[config.mk]
export PLATFORM = sky130hd
export DESIGN_NAME = hsl_hsv_to_rgb_converter_flat
export DESIGN_NICKNAME = d
export VERILOG_FILES = /design/src/rtl/hsl2rgb_pkg.sv /design/src/rtl/hsl2rgb_if.sv /design/src/rtl/hsl2rgb_front.sv /design/src/rtl/hsl2rgb_chroma_div.sv /design/src/rtl/hsl2rgb_mix.sv /design/src/rtl/hsl_hsv_to_rgb_converter.sv /design/src/flat_wrapper.sv
export SDC_FILE = /design/constraint.sdc
export NUM_CORES = 1
export LEC_CHECK = 0
export BUFFER_PORTS_ARGS = -buffer_cell sky130_fd_sc_hd__buf_2
export CORE_MARGIN = 2
export CORE_UTILIZATION = 54
export CTS_CLUSTER_DIAMETER = 80
export DETAILED_ROUTE_END_ITERATION = 12
export GPL_ROUTABILITY_DRIVEN = 0
export PLACE_DENSITY_LB_ADDON = 0.2
export SLEW_MARGIN = 30
export SYNTH_ARGS = -nofsm -noshare
export SYNTH_HDL_FRONTEND = slang
export SYNTH_SLANG_ARGS = --single-unit
export TNS_END_PERCENT = 30
[constraint.sdc]
create_clock -name clk -period 12.01 [get_ports clk]
set_input_delay 0.6005 -clock clk [delete_from_list [all_inputs] [get_ports clk]]
set_output_delay 0.6005 -clock clk [all_outputs]
set_load 0.1 [all_outputs]
[src/rtl/hsl2rgb_pkg.sv]
// Shared types and constants for the HSV/HSL to RGB pixel converter.
// No dependencies; every other file of the block imports this package.
`timescale 1ns / 1ps

package hsl2rgb_pkg;

  // Component width; all components are fractions of COMP_MAX.
  localparam int CB     = 8;
  localparam int HUE_W  = CB + 3;
  localparam int PROD_W = 2 * CB;

  typedef logic [CB-1:0]     comp_t;
  typedef logic [CB:0]       weight_t;
  typedef logic [PROD_W-1:0] prod_t;
  typedef logic [2:0]        sector_t;
  typedef logic [HUE_W-1:0]  hue_t;

  localparam comp_t   COMP_MAX   = {CB{1'b1}};
  localparam weight_t FRAC_ONE   = {1'b1, {CB{1'b0}}};
  // Rounding offset for a division by COMP_MAX: floor((p + (M-1)/2) / M).
  localparam prod_t   ROUND_DIV  = prod_t'((1 << (CB - 1)) - 1);
  // Rounding offset for the shift by CB that scales the second component.
  localparam logic [2*CB:0] ROUND_SHIFT = (2*CB+1)'(1 << (CB - 1));

  typedef enum logic [0:0] {
    MODEL_HSV = 1'b0,
    MODEL_HSL = 1'b1
  } color_model_t;

  // Hue sectors: red-yellow, yellow-green, green-cyan, cyan-blue,
  // blue-magenta, magenta-red.
  localparam sector_t SEC_RY = 3'd0;
  localparam sector_t SEC_YG = 3'd1;
  localparam sector_t SEC_GC = 3'd2;
  localparam sector_t SEC_CB = 3'd3;
  localparam sector_t SEC_BM = 3'd4;
  localparam sector_t SEC_MR = 3'd5;

  // Side data that travels down the pipeline with each pixel.
  typedef struct packed {
    logic         grey;
    sector_t      sector;
    weight_t      weight;
    comp_t        level;
    color_model_t model;
  } pix_meta_t;

endpackage

[src/rtl/hsl2rgb_if.sv]
// Channel interfaces of the converter: input pixel, output pixel, config write.
// Depends on hsl2rgb_pkg.
`timescale 1ns / 1ps

interface hsl2rgb_pix_in_if;
  import hsl2rgb_pkg::*;
  logic  valid;
  logic  ready;
  hue_t  hue;
  comp_t saturation;
  comp_t level;
  modport source (output valid, output hue, output saturation, output level, input ready);
  modport sink (input valid, input hue, input saturation, input level, output ready);
endinterface

interface hsl2rgb_pix_out_if;
  import hsl2rgb_pkg::*;
  logic  valid;
  logic  ready;
  comp_t red;
  comp_t green;
  comp_t blue;
  modport source (output valid, output red, output green, output blue, input ready);
  modport sink (input valid, input red, input green, input blue, output ready);
endinterface

interface hsl2rgb_cfg_if;
  logic valid;
  logic ready;
  logic color_model;
  modport source (output valid, output color_model, input ready);
  modport sink (input valid, input color_model, output ready);
endinterface

[src/rtl/hsl2rgb_front.sv]
// Front stages: chroma span from the level (HSV or HSL) and the s * span product.
// Depends on hsl2rgb_pkg.
`timescale 1ns / 1ps

module hsl2rgb_front (
  input  logic                      clk,
  input  logic                      rst_n,
  input  logic                      in_valid,
  output logic                      in_ready,
  input  hsl2rgb_pkg::hue_t         in_hue,
  input  hsl2rgb_pkg::comp_t        in_sat,
  input  hsl2rgb_pkg::comp_t        in_lvl,
  input  hsl2rgb_pkg::color_model_t model,
  output logic                      out_valid,
  input  logic                      out_ready,
  output hsl2rgb_pkg::prod_t        out_prod,
  output hsl2rgb_pkg::pix_meta_t    out_meta
);
  import hsl2rgb_pkg::*;

  logic      s1_v_r, s2_v_r;
  logic      s1_ready, s2_ready;
  comp_t     sat_r, span_r;
  pix_meta_t meta1_r, meta2_r;
  prod_t     prod_r;

  logic [CB:0] twice, mid_gap;
  comp_t       span_nxt;
  comp_t       frac;
  sector_t     sector;
  pix_meta_t   meta1_nxt;

  assign s2_ready = !s2_v_r || out_ready;
  assign s1_ready = !s1_v_r || s2_ready;
  assign in_ready = s1_ready;

  always_comb begin
    twice   = {in_lvl, 1'b0};
    mid_gap = (twice >= {1'b0, COMP_MAX}) ? twice - {1'b0, COMP_MAX}
                                          : {1'b0, COMP_MAX} - twice;
    if (model == MODEL_HSL) begin
      span_nxt = CB'({1'b0, COMP_MAX} - mid_gap);
    end else begin
      span_nxt = in_lvl;
    end
    frac   = in_hue[CB-1:0];
    sector = in_hue[HUE_W-1:CB];
    meta1_nxt.grey   = (in_sat == '0);
    meta1_nxt.sector = sector;
    // Odd sectors fall from chroma, even sectors rise toward it.
    meta1_nxt.weight = sector[0] ? FRAC_ONE - {1'b0, frac} : {1'b0, frac};
    meta1_nxt.level  = in_lvl;
    meta1_nxt.model  = model;
  end

  always_ff @(posedge clk) begin
    if (!rst_n) begin
      s1_v_r <= 1'b0;
      s2_v_r <= 1'b0;
    end else begin
      if (s1_ready) begin
        s1_v_r <= in_valid;
      end
      if (s2_ready) begin
        s2_v_r <= s1_v_r;
      end
    end
  end

  always_ff @(posedge clk) begin
    if (s1_ready && in_valid) begin
      sat_r   <= in_sat;
      span_r  <= span_nxt;
      meta1_r <= meta1_nxt;
    end
    if (s2_ready && s1_v_r) begin
      prod_r  <= sat_r * span_r;
      meta2_r <= meta1_r;
    end
  end

  assign out_valid = s2_v_r;
  assign out_prod  = prod_r;
  assign out_meta  = meta2_r;

endmodule

[src/rtl/hsl2rgb_chroma_div.sv]
// Rounded division of the s * span product by the full-scale component value.
// Reciprocal estimate in one stage, remainder correction in the next. Uses hsl2rgb_pkg.
`timescale 1ns / 1ps

module hsl2rgb_chroma_div (
  input  logic                   clk,
  input  logic                   rst_n,
  input  logic                   in_valid,
  output logic                   in_ready,
  input  hsl2rgb_pkg::prod_t     in_prod,
  input  hsl2rgb_pkg::pix_meta_t in_meta,
  output logic                   out_valid,
  input  logic                   out_ready,
  output hsl2rgb_pkg::comp_t     out_chroma,
  output hsl2rgb_pkg::pix_meta_t out_meta
);
  import hsl2rgb_pkg::*;

  logic      s3_v_r, s4_v_r;
  logic      s3_ready, s4_ready;
  prod_t     num_r;
  comp_t     quo_r, chroma_r;
  pix_meta_t meta3_r, meta4_r;

  prod_t          num_nxt;
  logic [3*CB-1:0] est;
  comp_t          quo_nxt;
  prod_t          qm, rem;
  comp_t          chroma_nxt;

  assign s4_ready = !s4_v_r || out_ready;
  assign s3_ready = !s3_v_r || s4_ready;
  assign in_ready = s3_ready;

  // n * (2^CB + 1) / 2^(2*CB) undershoots n / COMP_MAX by less than one,
  // so at most one correction step is needed.
  always_comb begin
    num_nxt = in_prod + ROUND_DIV;
    est     = {num_nxt, {CB{1'b0}}} + {{CB{1'b0}}, num_nxt};
    quo_nxt = est[3*CB-1:2*CB];
  end

  always_comb begin
    qm         = {quo_r, {CB{1'b0}}} - {{CB{1'b0}}, quo_r};
    rem        = num_r - qm;
    chroma_nxt = (rem >= {{CB{1'b0}}, COMP_MAX}) ? quo_r + comp_t'(1) : quo_r;
  end

  always_ff @(posedge clk) begin
    if (!rst_n) begin
      s3_v_r <= 1'b0;
      s4_v_r <= 1'b0;
    end else begin
      if (s3_ready) begin
        s3_v_r <= in_valid;
      end
      if (s4_ready) begin
        s4_v_r <= s3_v_r;
      end
    end
  end

  always_ff @(posedge clk) begin
    if (s3_ready && in_valid) begin
      num_r   <= num_nxt;
      quo_r   <= quo_nxt;
      meta3_r <= in_meta;
    end
    if (s4_ready && s3_v_r) begin
      chroma_r <= chroma_nxt;
      meta4_r  <= meta3_r;
    end
  end

  assign out_valid  = s4_v_r;
  assign out_chroma = chroma_r;
  assign out_meta   = meta4_r;

endmodule

[src/rtl/hsl2rgb_mix.sv]
// Back stages: second component and minimum, then sector mapping and clamping.
// Depends on hsl2rgb_pkg.
`timescale 1ns / 1ps

module hsl2rgb_mix (
  input  logic                   clk,
  input  logic                   rst_n,
  input  logic                   in_valid,
  output logic                   in_ready,
  input  hsl2rgb_pkg::comp_t     in_chroma,
  input  hsl2rgb_pkg::pix_meta_t in_meta,
  output logic                   out_valid,
  input  logic                   out_ready,
  output hsl2rgb_pkg::comp_t     out_red,
  output hsl2rgb_pkg::comp_t     out_green,
  output hsl2rgb_pkg::comp_t     out_blue
);
  import hsl2rgb_pkg::*;

  logic      s5_v_r, s6_v_r;
  logic      s5_ready, s6_ready;
  comp_t     chroma_r, x_r, minv_r;
  pix_meta_t meta5_r;
  comp_t     red_r, green_r, blue_r;

  logic [2*CB:0] wprod, xsum;
  logic [CB:0]   twice, chroma_x, hsl_diff;
  comp_t         x_nxt, minv_nxt;

  comp_t       red_pre, green_pre, blue_pre;
  logic [CB:0] red_sum, green_sum, blue_sum;
  comp_t       red_nxt, green_nxt, blue_nxt;

  assign s6_ready = !s6_v_r || out_ready;
  assign s5_ready = !s5_v_r || s6_ready;
  assign in_ready = s5_ready;

  always_comb begin
    wprod    = in_chroma * in_meta.weight;
    xsum     = wprod + ROUND_SHIFT;
    x_nxt    = xsum[2*CB-1:CB];
    twice    = {in_meta.level, 1'b0};
    chroma_x = {1'b0, in_chroma};
    hsl_diff = twice - chroma_x + (CB+1)'(1);
    if (in_meta.model == MODEL_HSL) begin
      // Half of (2L - C), rounded up, floored at zero.
      minv_nxt = (twice >= chroma_x) ? hsl_diff[CB:1] : '0;
    end else begin
      minv_nxt = in_meta.level - in_chroma;
    end
  end

  always_comb begin
    red_pre   = '0;
    green_pre = '0;
    blue_pre  = '0;
    case (meta5_r.sector)
      SEC_RY: begin
        red_pre   = chroma_r;
        green_pre = x_r;
      end
      SEC_YG: begin
        red_pre   = x_r;
        green_pre = chroma_r;
      end
      SEC_GC: begin
        green_pre = chroma_r;
        blue_pre  = x_r;
      end
      SEC_CB: begin
        green_pre = x_r;
        blue_pre  = chroma_r;
      end
      SEC_BM: begin
        red_pre  = x_r;
        blue_pre = chroma_r;
      end
      SEC_MR: begin
        red_pre  = chroma_r;
        blue_pre = x_r;
      end
      default: begin
        red_pre   = '0;
        green_pre = '0;
        blue_pre  = '0;
      end
    endcase
    red_sum   = {1'b0, red_pre} + {1'b0, minv_r};
    green_sum = {1'b0, green_pre} + {1'b0, minv_r};
    blue_sum  = {1'b0, blue_pre} + {1'b0, minv_r};
    red_nxt   = red_sum[CB] ? COMP_MAX : red_sum[CB-1:0];
    green_nxt = green_sum[CB] ? COMP_MAX : green_sum[CB-1:0];
    blue_nxt  = blue_sum[CB] ? COMP_MAX : blue_sum[CB-1:0];
    if (meta5_r.grey) begin
      red_nxt   = meta5_r.level;
      green_nxt = meta5_r.level;
      blue_nxt  = meta5_r.level;
    end
  end

  always_ff @(posedge clk) begin
    if (!rst_n) begin
      s5_v_r <= 1'b0;
      s6_v_r <= 1'b0;
    end else begin
      if (s5_ready) begin
        s5_v_r <= in_valid;
      end
      if (s6_ready) begin
        s6_v_r <= s5_v_r;
      end
    end
  end

  always_ff @(posedge clk) begin
    if (s5_ready && in_valid) begin
      chroma_r <= in_chroma;
      x_r      <= x_nxt;
      minv_r   <= minv_nxt;
      meta5_r  <= in_meta;
    end
    if (s6_ready && s5_v_r) begin
      red_r   <= red_nxt;
      green_r <= green_nxt;
      blue_r  <= blue_nxt;
    end
  end

  assign out_valid = s6_v_r;
  assign out_red   = red_r;
  assign out_green = green_r;
  assign out_blue  = blue_r;

endmodule

[src/rtl/hsl_hsv_to_rgb_converter.sv]
// Top level of the HSV/HSL to RGB pixel converter.
// Depends on hsl2rgb_pkg, the channel interfaces, hsl2rgb_front, hsl2rgb_chroma_div, hsl2rgb_mix.
`timescale 1ns / 1ps

// Converts one pixel per clock, while the output is not stalled, from hue/saturation/level
// to 8-bit RGB. The level is the value or the lightness as the color_model register selects
// (0 HSV, 1 HSL). The datapath is a six-stage pipeline: span, s * span multiply, reciprocal
// estimate, remainder correction, second component and minimum, sector mapping and clamp.
// Throughput is one beat per cycle while the output is not stalled. Each stage has its own
// valid bit and loads whenever it is empty or its successor moves, so bubbles close up and
// input beats are taken while a finished pixel waits at the output. The config port is
// always ready; write it only while no pixel is in flight.

module hsl_hsv_to_rgb_converter (
  input logic              clk,
  input logic              rst_n,
  hsl2rgb_pix_in_if.sink   in_pix,
  hsl2rgb_pix_out_if.source out_pix,
  hsl2rgb_cfg_if.sink      cfg_wr
);
  import hsl2rgb_pkg::*;

  color_model_t color_model_r;

  logic      f_valid, f_ready;
  prod_t     f_prod;
  pix_meta_t f_meta;
  logic      d_valid, d_ready;
  comp_t     d_chroma;
  pix_meta_t d_meta;

  assign cfg_wr.ready = 1'b1;

  always_ff @(posedge clk) begin
    if (!rst_n) begin
      color_model_r <= MODEL_HSV;
    end else if (cfg_wr.valid) begin
      color_model_r <= color_model_t'(cfg_wr.color_model);
    end
  end

  hsl2rgb_front u_front (
    .clk       (clk),
    .rst_n     (rst_n),
    .in_valid  (in_pix.valid),
    .in_ready  (in_pix.ready),
    .in_hue    (in_pix.hue),
    .in_sat    (in_pix.saturation),
    .in_lvl    (in_pix.level),
    .model     (color_model_r),
    .out_valid (f_valid),
    .out_ready (f_ready),
    .out_prod  (f_prod),
    .out_meta  (f_meta)
  );

  hsl2rgb_chroma_div u_div (
    .clk        (clk),
    .rst_n      (rst_n),
    .in_valid   (f_valid),
    .in_ready   (f_ready),
    .in_prod    (f_prod),
    .in_meta    (f_meta),
    .out_valid  (d_valid),
    .out_ready  (d_ready),
    .out_chroma (d_chroma),
    .out_meta   (d_meta)
  );

  hsl2rgb_mix u_mix (
    .clk       (clk),
    .rst_n     (rst_n),
    .in_valid  (d_valid),
    .in_ready  (d_ready),
    .in_chroma (d_chroma),
    .in_meta   (d_meta),
    .out_valid (out_pix.valid),
    .out_ready (out_pix.ready),
    .out_red   (out_pix.red),
    .out_green (out_pix.green),
    .out_blue  (out_pix.blue)
  );

endmodule

[src/flat_wrapper.sv]
// flat-port wrapper written by rule: the top's interface ports become plain ports
module hsl_hsv_to_rgb_converter_flat import hsl2rgb_pkg::*;
  (clk, rst_n, in_pix_valid, in_pix_hue, in_pix_saturation, in_pix_level, in_pix_ready, out_pix_valid, out_pix_red, out_pix_green, out_pix_blue, out_pix_ready, cfg_wr_valid, cfg_wr_color_model, cfg_wr_ready);
  hsl2rgb_pix_in_if in_pix_i ();
  hsl2rgb_pix_out_if out_pix_i ();
  hsl2rgb_cfg_if cfg_wr_i ();
  input logic clk;
  input logic rst_n;
  input wire logic [$bits(in_pix_i.valid)-1:0] in_pix_valid;
  input wire logic [$bits(in_pix_i.hue)-1:0] in_pix_hue;
  input wire logic [$bits(in_pix_i.saturation)-1:0] in_pix_saturation;
  input wire logic [$bits(in_pix_i.level)-1:0] in_pix_level;
  output wire logic [$bits(in_pix_i.ready)-1:0] in_pix_ready;
  output wire logic [$bits(out_pix_i.valid)-1:0] out_pix_valid;
  output wire logic [$bits(out_pix_i.red)-1:0] out_pix_red;
  output wire logic [$bits(out_pix_i.green)-1:0] out_pix_green;
  output wire logic [$bits(out_pix_i.blue)-1:0] out_pix_blue;
  input wire logic [$bits(out_pix_i.ready)-1:0] out_pix_ready;
  input wire logic [$bits(cfg_wr_i.valid)-1:0] cfg_wr_valid;
  input wire logic [$bits(cfg_wr_i.color_model)-1:0] cfg_wr_color_model;
  output wire logic [$bits(cfg_wr_i.ready)-1:0] cfg_wr_ready;
  assign in_pix_i.valid = in_pix_valid;
  assign in_pix_i.hue = in_pix_hue;
  assign in_pix_i.saturation = in_pix_saturation;
  assign in_pix_i.level = in_pix_level;
  assign in_pix_ready = in_pix_i.ready;
  assign out_pix_valid = out_pix_i.valid;
  assign out_pix_red = out_pix_i.red;
  assign out_pix_green = out_pix_i.green;
  assign out_pix_blue = out_pix_i.blue;
  assign out_pix_i.ready = out_pix_ready;
  assign cfg_wr_i.valid = cfg_wr_valid;
  assign cfg_wr_i.color_model = cfg_wr_color_model;
  assign cfg_wr_ready = cfg_wr_i.ready;
  hsl_hsv_to_rgb_converter u_core (.clk(clk), .rst_n(rst_n), .in_pix(in_pix_i), .out_pix(out_pix_i), .cfg_wr(cfg_wr_i));
endmodule
# Word-level counts from Yosys, hierarchy flattened
# Cells that the tools add are included.
# op_classes
order_cmp	3
multipliers	2
n_addsub	16
mux	15
eq_ne	5
reduce_logical	26
# ops
op	count
8-bit 2-to-1 mux	12
8-bit case mux with 2 select lines	3
8-bit by 8-bit adder with 9-bit output	3
24-bit by 16-bit adder with 24-bit output	1
16-bit by 7-bit adder with 16-bit output (second input constant)	1
16-bit by 8-bit adder with 16-bit output (second input constant)	1
16-bit by 8-bit greater-or-equal comparator with 1-bit output (second input constant)	1
8-bit by 8-bit multiplier with 16-bit output	1
8-bit by 9-bit multiplier with 16-bit output	1
16-bit subtractor	1
16-bit by 8-bit subtractor with 16-bit output	1
8-bit subtractor (first input constant)	2
2-bit OR reduction	6
9-bit by 1-bit adder with 9-bit output (second input constant)	1
9-bit by 8-bit greater-or-equal comparator with 1-bit output	1
9-bit by 8-bit greater-or-equal comparator with 1-bit output (second input constant)	1
9-bit by 8-bit subtractor with 9-bit output	1
9-bit by 8-bit subtractor with 9-bit output (first input constant)	1
8-bit by 1-bit adder with 8-bit output (second input constant)	1
8-bit logical NOT	1
8-bit subtractor	1
8-bit subtractor (second input constant)	1
3-bit by 2-bit equality test with 1-bit output (second input constant)	2
3-bit equality test (second input constant)	2
5 further kinds	20
# word_totals
word_cells	110
out_inout_bits	27
in_bits	33
reg_bits	219

# Logic depth before layout (Yosys ltp)
# Gate-level depths: netlist of the first run.
# depth
word_depth	8
ltp_mapped	17
mapped_depth_nobuf	17

# Cells and area by module
# A second synthesis of the first run with hierarchy kept.
# hier_totals
hier_cells	1392
area_unflattened_um2	15647.5
# modules_own_cells
mod	n_inst	seq_area_each_um2	cells_per_inst	area_each_um2
hsl2rgb_mix	1	1841.8	673	6662.6
hsl2rgb_front	1	2322.2	384	4770.8
hsl2rgb_chroma_div	1	2322.2	330	4166.5
hsl_hsv_to_rgb_converter	1	20.0	5	47.5

# Worst setup path after synthesis of the first run
# OpenSTA, ideal clock, no wires.
# synth_timing
path_kind	flip-flop to flip-flop
start	reg u_core.u_mix.s6_v_r (netlist: u_core.u_mix.out_valid)
end	reg u_core.u_front.meta2_r, in the netlist u_core.u_front.out_meta[0], enable pin
arrival_time_ns	4.196
setup_time_ns	0.491
period_less_slack_ns	4.688
path_stages_with_launch	5
required_time_ns	11.519
setup_slack_ns	7.322
path_buffers	0
cell_sequence	dfxtp_1 > nor2b_1 > and3_1 > and2_0 > a21boi_0
# synth_via
elab_chain_cells	7
# synth_lines
item	line_no	rtl
from (decl)	hsl2rgb_mix.sv:20	logic s5_v_r, s6_v_r;
from (signal assigned)	hsl2rgb_mix.sv:110	s6_v_r <= s5_v_r;
1-bit logical NOT	hsl2rgb_mix.sv:34	assign s6_ready = !s6_v_r || out_ready;
1-bit logical OR	hsl2rgb_mix.sv:34	
1-bit logical OR	hsl2rgb_mix.sv:35	assign s5_ready = !s5_v_r || s6_ready;
1-bit logical OR	hsl2rgb_chroma_div.sv:31	assign s4_ready = !s4_v_r || out_ready;
1-bit logical OR	hsl2rgb_chroma_div.sv:32	assign s3_ready = !s3_v_r || s4_ready;
1-bit logical OR	hsl2rgb_front.sv:33	assign s2_ready = !s2_v_r || out_ready;
1-bit logical AND	hsl2rgb_front.sv:76	if (s2_ready && s1_v_r) begin
to (signal assigned)	hsl2rgb_front.sv:78	meta2_r <= meta1_r;
to (decl)	hsl2rgb_front.sv:24	pix_meta_t meta1_r, meta2_r;
# Every way passes these cells.
# A chain may end at the register's enable or synchronous reset.

# Worst setup path in the final report of the first run
# layout_timing
start	reg u_core.u_front.span_r[4]
end	reg u_core.u_front.prod_r[13] (netlist: u_core.u_front.out_prod[13]) (data pin)
# layout_via
elab_chain_cells	1
# layout_lines
item	line_no	rtl
from (decl)	hsl2rgb_front.sv:23	comp_t sat_r, span_r;
from (signal assigned)	hsl2rgb_front.sv:73	span_r <= span_nxt;
8-bit by 8-bit multiplier with 16-bit output	hsl2rgb_front.sv:77	prod_r <= sat_r * span_r;
to (signal assigned)	hsl2rgb_front.sv:77	
to (decl)	hsl2rgb_front.sv:25	prod_t prod_r;
# Every way passes these cells.

==> impl_metrics.env, run 1 <==
export IMPL_leakage_nw=7.20
export IMPL_synth_nets=1623
export IMPL_clock_latency_ns=0.52
export IMPL_dpl_worst_slack_ns=7.46
export IMPL_cp_required_ns=12.28
export IMPL_postRouteAntennaNets=0
export IMPL_synthDistinctLibCells=72
export IMPL_syn_inst=1349
export IMPL_cts_hold_buffers_added=0
export IMPL_yosys_top_cells_area="edfxtp_1, ha_1, fa_1"
export IMPL_drt_iter0_drc=529
export IMPL_worst_slew_pin_slew_ns=0.870
export IMPL_first_pass_iters=5
export IMPL_cts_tree="done"
export IMPL_vias=9631
export IMPL_cts_sinks=219
export IMPL_worst_path_buf_inv=2
export IMPL_area_delta_synth_final_pct=10.6
export IMPL_cap_viol_max_count=0
export IMPL_synth_area_sq_um=15300
export IMPL_cts_root_buf="clkbuf_16"
export IMPL_n_antenna_cell=0
export IMPL_powerDensity_nw_per_um2=142
export IMPL_fillers=2251
export IMPL_track_usage_pct=19.5
export IMPL_synth_seq_cells=219
export IMPL_wire_per_inst_um=15.0
export IMPL_setup_viol=0
export IMPL_grt_overflow=0
export IMPL_die_w_um=172
export IMPL_fin_ws_ns=7.47
export IMPL_vias_per_cell=5.28
export IMPL_synth_edf_count=212
export IMPL_start_util_pct=54.9
export IMPL_hold_path_class="input pin to flop"
export IMPL_yosysTopAreaCellShare_pct=41.6
export IMPL_async_flop_share_pct=0
export IMPL_setup_tns_ns=0
export IMPL_clockBufferDepth=3
export IMPL_min_period_ns=4.54
export IMPL_power_frac_seq_pct=40.1
export IMPL_synthTopCellsByCount="edfxtp_1, inv_1, ha_1, and2_1, nand2_1"
export IMPL_dieArea_sq_um=29700
export IMPL_final_layout_size_suffix_gt1_share_pct=9.13
export IMPL_fmax_ghz=0.220
export IMPL_outcome="finished, final reports clean"
export IMPL_cp_start_kind="flop"
export IMPL_postCtsSetupBuffers=0
export IMPL_period_share_pct=37.8
export IMPL_avgSynthCellArea_sq_um=11.3
export IMPL_drcViolationCount=0
export IMPL_p_sw_share_pct=31.6
export IMPL_dp_hpwl_um=22000
export IMPL_seqCellArea_sq_um=6510
export IMPL_max_stage_delay_ns=0.55
export IMPL_routed_wl_um=27400
export IMPL_hold_viol_final=0
export IMPL_combPwrFrac_pct=32.4
export IMPL_multi_input_area_sq_um=8040
export IMPL_ios=60
export IMPL_skew_ns=0.00976
export IMPL_yosysSeqAreaShare_pct=42.6
export IMPL_peakVddDrop_mv=0.114
export IMPL_crit_path_end_kind="flop"
export IMPL_synth_top_cell_by_area="edfxtp_1"
export IMPL_h_tree_depth=1
export IMPL_slowest_stage="fa_1"
export IMPL_cts_resized=0
export IMPL_max_slew_margin_pct=41.5
export IMPL_crit_family="adder cells"
export IMPL_cts_made_buffers=24
export IMPL_slew_viol_final=0
export IMPL_die_y_um=172
export IMPL_path_class="flop to flop"
export IMPL_arrival_ns=4.81
export IMPL_core_sq_um=27900
export IMPL_worstPathMaxFanout=8
export IMPL_grt_pass1_vias=9513
export IMPL_finalNetCount=1703
export IMPL_internal_power_w=0.00165
export IMPL_pwr_share_clk_pct=27.6
export IMPL_core_rowCount=61
export IMPL_rsz0062_at_grt="false"
export IMPL_cp_common_cell="fa_1"
export IMPL_io_buffer_count=58
export IMPL_path_cells="and2_1, fa_1, fa_1, inv_1, fa_1, fa_1, inv_1, ha_1, o21ai_0, a21boi_0, o21ai_0, a21oi_1, a41oi_1, nor2b_1, xnor2_1"
export IMPL_synth_most_common_cell="edfxtp_1"
export IMPL_clkTransAtPathRegs_ns=0.06
export IMPL_antenna_found_initial=0
export IMPL_p_sw_w=0.000761
export IMPL_ys_warn_count=0
export IMPL_synthFlopType="edfxtp_1"
export IMPL_grt_pass1_wl_um=46400
export IMPL_grt_max_degree=47
-- placed cells by master (no fill, tap or decap), types with 5 or more instances in the layout --
cell	n
a21boi_0	9
a21o_1	10
a21oi_1	87
a31oi_1	7
and2_1	106
and3_1	9
buf_2	58
clkbuf_1	5
clkbuf_16	24
dfxtp_1	7
edfxtp_1	212
fa_1	83
ha_1	158
inv_1	198
mux2i_1	18
nand2_1	89
nand2b_1	12
nand3_1	10
nor2_1	41
nor2b_1	21
nor3_1	14
o21a_1	9
o21ai_0	31
o21bai_1	5
o22ai_1	14
or3_1	7
xnor2_1	73
xor2_1	26
-- kinds of logic after synthesis --
group / count (synthesis) / synth area share (%)
AND/OR/NAND/NOR: 343 / 12.2
XOR/XNOR: 100 / 5.78
flip-flops: 219 / 42.6
adder cells (fa/ha/maj): 241 / 23.8
AO/OA/AOI/OAI: 215 / 9.19
multiplexers: 19 / 1.28
other: 1 / 0.0245
buffers and inverters: 211 / 5.21
-- worst register-to-register path: cells and delay by family (launching register included) --
kind	cells	cell delay [ns]
adders and majority gates	5	2.33
DFF	1	0.48
xor gates and xnor gates	1	0.07
buffers and inverters	2	0.09
AOI/OAI and AO/OA	5	0.90
and+or+nand+nor	2	0.42
-- worst paths after layout --
check / startpoint / end / slack, ns / cells after the start
hold reg to reg: u_core.u_front.out_meta[6] / u_core.u_div.meta3_r[6] / 0.42 / 0
hold / removal: in_pix_hue[9] / u_core.u_front.meta1_r[19] / 0.25 / 1
setup / recovery: u_core.u_front.span_r[4] / u_core.u_front.out_prod[13] / 7.47 / 15
setup reg to reg: u_core.u_front.span_r[4] / u_core.u_front.out_prod[13] / 7.47 / 15
-- per-stage QoR --
step | util, % | power (W) | instances | hold slack [ns] | instance area [sq um]
2_1_floorplan | - | 0.00160 | 1349 | 0.400 | 15300
3_3_place_gp | 57.7 | 0.00174 | 1776 | 0.402 | 16100
3_5_place_dp | 58.0 | 0.00175 | 1780 | 0.405 | 16200
4_1_cts | 60.7 | 0.00243 | 1823 | 0.226 | 16900
5_1_grt | 60.7 | 0.00257 | 1824 | 0.230 | 16900
6_report | 60.7 | 0.00241 | 1824 | 0.249 | 16900
-- power by group through the flow --
stage	Combinational (W)	Sequential, W	Clock (W)
after CTS	0.000784	0.000964	0.000679
after floorplan	0.000625	0.000971	0
final	0.000779	0.000964	0.000663
after global routing	0.000889	0.000970	0.000709
after global placement	0.000757	0.000978	0
after detailed placement	0.000775	0.000980	0
-- area by class of cell --
type / instances / share of cell area (%)
clock buffer: 29 / 3.66
clock inverter: 14 / 0.681
inverter: 198 / 4.39
multi-input combinational: 919 / 47.5
sequential: 219 / 38.5
tap: 378 / 2.80
timing repair buffer: 67 / 2.46
-- state kept, by name, summed over array words and instances, names as in the netlist, 12 cells and up --
signal,count
u_core.u_front.meta1_r,22
u_core.u_mix.meta5_r,12
u_core.u_div.meta3_r,22
u_core.u_front.out_prod,16
u_core.u_div.num_r,16
u_core.u_front.out_meta,22
u_core.u_div.out_meta,22
-- per-layer routing --
metal	GRT usage, %	routed length (um)	vias to the layer above
met4	3.87	498	0
met5	0	0	-
met3	2.17	1180	36
met1	27.7	12900	4591
met2	32.8	12800	205
li1	-	-	4799
No activity file was read; power rests on OpenSTA's default activity.
==> run 2: changes to the inputs <==
- clock period: 12.01 -> 4.4 ns (I/O delays scaled with it)
==> run 2 against run 1 <==
Register-to-register slack worse by 7.4 ns. Clock-buffer cell count up 3. Non-clock buffer count up 83. Core utilization up 2.6 points. Worst setup slack worse by 7.4 ns.
==> impl_metrics.env, run 2 (synthesis results as in run 1) <==
export IMPL_r2r_setup_slack_ns=0.1
export IMPL_fmax_ghz=0.232
export IMPL_path_cells="and2_4, fa_1, fa_1, inv_1, fa_1, fa_1, inv_1, ha_1, buf_4, nand2b_1, a21boi_1, o311a_1, nor2_1, a21oi_1, xor2_1"
export IMPL_reg2reg_to="u_core.u_front.out_prod[14]"
export IMPL_dp_hpwl_um=22500
export IMPL_worst_slew_pin_slew_ns=1.05
export IMPL_reg2reg_depth=15
export IMPL_postRouteAntennaNets=0
export IMPL_track_usage_pct=20.2
export IMPL_rsz0062_at_grt="true"
export IMPL_whs_path_depth=2
export IMPL_final_common_cell="edfxtp_1"
export IMPL_drt_iter0_drc=412
export IMPL_finalHoldWorstSlack_ns=0.0277
export IMPL_worst_path_buf_inv=3
export IMPL_cap_viol_max_count=0
export IMPL_fin_util_pct=63.4
export IMPL_grt_pass1_wl_um=47700
export IMPL_vias=9891
export IMPL_min_period_ns=4.30
export IMPL_grt_pass1_vias=9857
export IMPL_slew_viol_final=0
export IMPL_clockBufferDepth=3
export IMPL_grt_max_degree=37
export IMPL_path_class="flop to flop"
export IMPL_hold_start="in_pix_hue[5]"
export IMPL_place_area_sq_um=16400
export IMPL_routed_wl_um=29100
export IMPL_first_pass_iters=5
export IMPL_die_w_um=172
export IMPL_area_delta_synth_final_pct=15.5
export IMPL_p_sw_share_pct=31.7
export IMPL_power_frac_seq_pct=38.9
export IMPL_h_tree_depth=1
export IMPL_n_antenna_cell=0
export IMPL_outcome="finished, final reports clean"
export IMPL_cp_required_ns=4.67
export IMPL_antenna_found_initial=0
export IMPL_clock_latency_ns=0.53
export IMPL_hold_viol_final=0
export IMPL_start_util_pct=54.9
export IMPL_crit_family="adder cells"
export IMPL_crit_path_end_kind="flop"
export IMPL_cts_sinks=219
export IMPL_max_stage_delay_ns=0.55
export IMPL_cts_tree="done"
export IMPL_powerDensity_nw_per_um2=382
export IMPL_setup_tns_ns=0
export IMPL_cts_made_buffers=24
export IMPL_drcViolationCount=0
export IMPL_vias_per_cell=5.19
export IMPL_clkTransAtPathRegs_ns=0.06
export IMPL_core_rowCount=61
export IMPL_max_slew_margin_pct=29.4
export IMPL_final_layout_size_suffix_gt1_share_pct=13.6
export IMPL_skew_ns=0.0176
export IMPL_die_y_um=172
export IMPL_finalNetCount=1786
export IMPL_period_share_pct=97.8
export IMPL_final_area_sq_um=17600
export IMPL_wire_per_inst_um=15.2
export IMPL_cp_start_kind="flop"
export IMPL_combPwrFrac_pct=34.5
export IMPL_internal_power_w=0.00461
export IMPL_core_sq_um=27900
export IMPL_ios=60
export IMPL_leakage_nw=7.59
export IMPL_peakVddDrop_mv=0.358
export IMPL_cp_common_cell="fa_1"
export IMPL_worstPathMaxFanout=7
export IMPL_setup_viol=0
export IMPL_cts_root_buf="clkbuf_16"
export IMPL_p_sw_w=0.00214
export IMPL_holdPathEnd="u_core.u_front.meta1_r[14]"
export IMPL_slowest_stage="fa_1"
export IMPL_reg2reg_from="u_core.u_front.sat_r[2]"
export IMPL_hold_path_class="input pin to flop"
export IMPL_arrival_ns=4.57
export IMPL_pwr_share_clk_pct=26.6
export IMPL_grt_overflow=0
export IMPL_layout_common_cells="edfxtp_1, inv_1, ha_1"
export IMPL_io_buffer_count=58
export IMPL_dieArea_sq_um=29700
run 2: cell types whose count changed in the layout (fill, tap and decap cells not counted), moves of 3 or more:
cell	change
buf_4	+56
dlygate4sd3_1	+30
and2_4	+8
o21ai_0	-3
ha_1	-4
and2_1	-8
clkbuf_1	+3
run 2: metrics by stage:
| stage | cells | power (W) | worst slack, ns |
|---|---|---|---|
| after CTS | 1887 | 0.00667 | 0.0223 |
| after detailed placement | 1814 | 0.00483 | -0.0639 |
| final | 1907 | 0.00674 | 0.0976 |
| after floorplan | 1349 | 0.00436 | 0.143 |
| after global placement | 1814 | 0.00478 | 0.0450 |
| after global routing | 1907 | 0.00722 | -0.0582 |
run 2: layout make-up:
class                           count  area (sq um)
Fill cell                        2185         10200
Multi-Input combinational cell    919          8150
Sequential cell                   219          6510
Timing Repair Buffer              150          1060
Inverter                          198           743
Clock buffer                       32           631
Tap cell                          378           473
Clock inverter                     11          87.6
run 2: routing by layer:
layer / vias up / track usage (%) / part of all wire, % / wire length [um]
met1: 4682 / 27.5 / 46 / 13300
met2: 195 / 34.3 / 48 / 14000
li1: 4965 / - / - / -
met3: 49 / 2.77 / 3.5 / 1020
met5: - / 0 / 0 / 0
met4: 0 / 5.19 / 2.5 / 723
run 2: worst reg2reg max path, stage by stage, from the launching register on:
cell,delay [ns]
edfxtp_1,0.50
and2_4,0.19
fa_1,0.42
fa_1,0.55
inv_1,0.05
fa_1,0.46
fa_1,0.54
inv_1,0.04
ha_1,0.30
buf_4,0.14
nand2b_1,0.08
a21boi_1,0.11
o311a_1,0.34
nor2_1,0.11
a21oi_1,0.07
xor2_1,0.14
run 2: what timing repair did:
action                                  CTS  global route
resized for setup                         2            33
pin swaps                                 0            27
hold buffers                             30             0
endpoints found under the hold margin    32             0
buffers inserted                          0            20
endpoints found under the setup margin    2            10
run 2: how the worst max path moves through the flow:
stage	cells after the start	end	from
detailed placement	15	u_core.u_front.out_prod[13]	u_core.u_front.sat_r[2]
finish	15	u_core.u_front.out_prod[14]	u_core.u_front.sat_r[2]
global route	15	u_core.u_front.out_prod[13]	u_core.u_front.sat_r[2]
floorplan	13	u_core.u_mix.x_r[4]	u_core.u_div.out_chroma[4]
CTS	15	u_core.u_front.out_prod[13]	u_core.u_front.sat_r[2]
global placement	15	u_core.u_front.out_prod[13]	u_core.u_front.sat_r[2]
run 2: power groups by stage:
stage | combinational [W] | sequential (W) | clock (W)
final | 0.00232 | 0.00262 | 0.00179
after global routing | 0.00266 | 0.00264 | 0.00192
after CTS | 0.00221 | 0.00263 | 0.00184
after detailed placement | 0.00216 | 0.00267 | 0
after global placement | 0.00212 | 0.00266 | 0
after floorplan | 0.00171 | 0.00265 | 0
==> run 3: changes to the inputs <==
- CORE_UTILIZATION: 54 -> 63
- PLACE_DENSITY: default -> 0.81
- PLACE_DENSITY_LB_ADDON: 0.2 -> default
==> run 3 against run 2 <==
Final cell count down 3.0%. Via count grew 4.4%. Global-route usage is 3.8 points higher. Clock power up 7%. Hold slack got worse by 0.0086 ns. Wire length is 5.7% higher. Maximum frequency shrank 0.49%. Sequential power is essentially flat.
==> impl_metrics.env, run 3 (synthesis results as in run 1) <==
export IMPL_outcome="finished, final reports clean"
export IMPL_p_sw_share_pct=31.7
export IMPL_track_usage_pct=24.0
export IMPL_vias=10300
export IMPL_h_tree_depth=1
export IMPL_p_sw_w=0.00221
export IMPL_hold_path_class="input pin to flop"
export IMPL_leakage_nw=7.61
export IMPL_clock_latency_ns=0.52
export IMPL_drcViolationCount=0
export IMPL_power_frac_seq_pct=37.8
export IMPL_layout_common_cells="edfxtp_1, inv_1, ha_1"
export IMPL_io_buffer_count=58
export IMPL_dp_hpwl_um=22700
export IMPL_vias_per_cell=5.58
export IMPL_period_share_pct=98.3
export IMPL_holdPathEnd="u_core.u_front.meta1_r[13]"
export IMPL_instances_no_fill=1850
export IMPL_setup_viol=0
export IMPL_max_stage_delay_ns=0.55
export IMPL_cp_required_ns=4.67
export IMPL_cp_common_cell="fa_1"
export IMPL_crit_start="u_core.u_div.out_chroma[2]"
export IMPL_powerDensity_nw_per_um2=394
export IMPL_final_common_cell="edfxtp_1"
export IMPL_die_w_um=160
export IMPL_clockBufferDepth=3
export IMPL_reg2reg_from="u_core.u_div.out_chroma[2]"
export IMPL_grt_pass1_vias=10400
export IMPL_cts_root_buf="clkbuf_16"
export IMPL_path_class="flop to flop"
export IMPL_drt_iter0_drc=638
export IMPL_finalNetCount=1783
export IMPL_clkTransAtPathRegs_ns=0.06
export IMPL_grt_max_degree=33
export IMPL_n_antenna_cell=0
export IMPL_final_layout_size_suffix_gt1_share_pct=14.5
export IMPL_path_cells="buf_6, and2_1, fa_1, ha_1, inv_1, fa_1, inv_1, fa_1, ha_1, o21a_1, o21a_1, o211ai_1, nand3b_1, a21oi_2, xnor2_1"
export IMPL_grt_overflow=0
export IMPL_ios=60
export IMPL_pwr_share_clk_pct=27.4
export IMPL_area_delta_synth_final_pct=15.6
export IMPL_core_sq_um=24000
export IMPL_wire_per_inst_um=16.6
export IMPL_internal_power_w=0.00475
export IMPL_arrival_ns=4.59
export IMPL_start_util_pct=63.6
export IMPL_first_pass_iters=7
export IMPL_reg2reg_to="u_core.u_mix.x_r[6]"
export IMPL_die_y_um=160
export IMPL_dieArea_sq_um=25500
export IMPL_fillers=1554
export IMPL_whs_path_depth=2
export IMPL_skew_ns=0.00883
export IMPL_max_slew_margin_pct=42.4
export IMPL_routed_wl_um=30700
export IMPL_grt_pass1_wl_um=49700
export IMPL_core_rowCount=57
export IMPL_fin_util_pct=73.5
export IMPL_worstPathMaxFanout=6
export IMPL_cts_tree="done"
export IMPL_min_period_ns=4.32
export IMPL_crit_family="adder cells"
export IMPL_postRouteAntennaNets=0
export IMPL_peakVddDrop_mv=0.384
export IMPL_hold_start="in_pix_hue[4]"
export IMPL_fmax_ghz=0.231
export IMPL_slowest_stage="fa_1"
export IMPL_crit_path_end_kind="flop"
export IMPL_reg2reg_depth=15
export IMPL_r2r_setup_slack_ns=0.08
export IMPL_worst_slew_pin_slew_ns=0.862
export IMPL_dp_cells=1752
export IMPL_hold_viol_final=0
export IMPL_combPwrFrac_pct=34.8
export IMPL_worst_path_buf_inv=3
export IMPL_antenna_found_initial=0
export IMPL_fin_total_pwr_w=0.00696
export IMPL_cts_made_buffers=23
export IMPL_slew_viol_final=0
export IMPL_cp_start_kind="flop"
export IMPL_cap_viol_max_count=0
export IMPL_cts_sinks=219
==> run 3: layout make-up <==
| class | instances | area, sq um | share of cell area (%) |
|---|---|---|---|
| clock buffer | 31 | 656 | 3.71 |
| clock inverter | 11 | 105 | 0.595 |
| sequential | 219 | 6510 | 36.8 |
| timing repair buffer | 148 | 1070 | 6.06 |
| tap | 324 | 405 | 2.29 |
| multi-input combinational | 919 | 8180 | 46.3 |
| inverter | 198 | 743 | 4.21 |
==> run 3: power groups by stage <==
| stage | Sequential [W] | Clock, W | Combinational [W] |
|---|---|---|---|
| after floorplan | 0.00265 | 0 | 0.00171 |
| after global placement | 0.00266 | 0 | 0.00208 |
| after detailed placement | 0.00267 | 0 | 0.00217 |
| after CTS | 0.00263 | 0.00193 | 0.00221 |
| after global routing | 0.00264 | 0.00201 | 0.00273 |
| final | 0.00263 | 0.00191 | 0.00242 |
==> run 3: routing by layer <==
metal / up-vias / part of all wire [%] / GRT usage [%]
met5: - / 0 / 0
met4: 0 / 3.7 / 8.47
met3: 97 / 5.0 / 3.64
met2: 316 / 50 / 43.1
met1: 4946 / 41 / 29.7
li1: 4963 / - / -
==> run 3: timing repair <==
item | CTS | global route
endpoints found under the setup margin | 4 | 11
setup buffers | 1 | 30
hold buffers | 25 | 0
pin swaps | 0 | 30
gates resized for setup | 2 | 39
endpoints found under the hold margin | 24 | 0
==> run 3: per-stage QoR <==
stage               area, sq um  hold slack [ns]  TNS [ns]  setup WS (ns)
floorplan                 15300            0.319         0          0.143
global placement          16200            0.396         0         0.0429
detailed placement        16300            0.399    -0.210        -0.0902
CTS                       17300          0.00161   -0.0618        -0.0388
global route              17700           0.0141    -0.135        -0.0331
finish                    17700           0.0190         0         0.0764
==> run 3: how the worst max path moves through the flow <==
stage	to	slack, ns	cells past startpoint
2_1_floorplan	u_core.u_mix.x_r[4]	0.14	13
3_3_place_gp	u_core.u_front.out_prod[13]	0.04	15
3_5_place_dp	u_core.u_front.out_prod[15]	-0.09	15
4_1_cts	u_core.u_mix.x_r[6]	-0.04	13
5_1_grt	u_core.u_front.out_prod[14]	-0.03	16
6_report	u_core.u_mix.x_r[6]	0.08	15
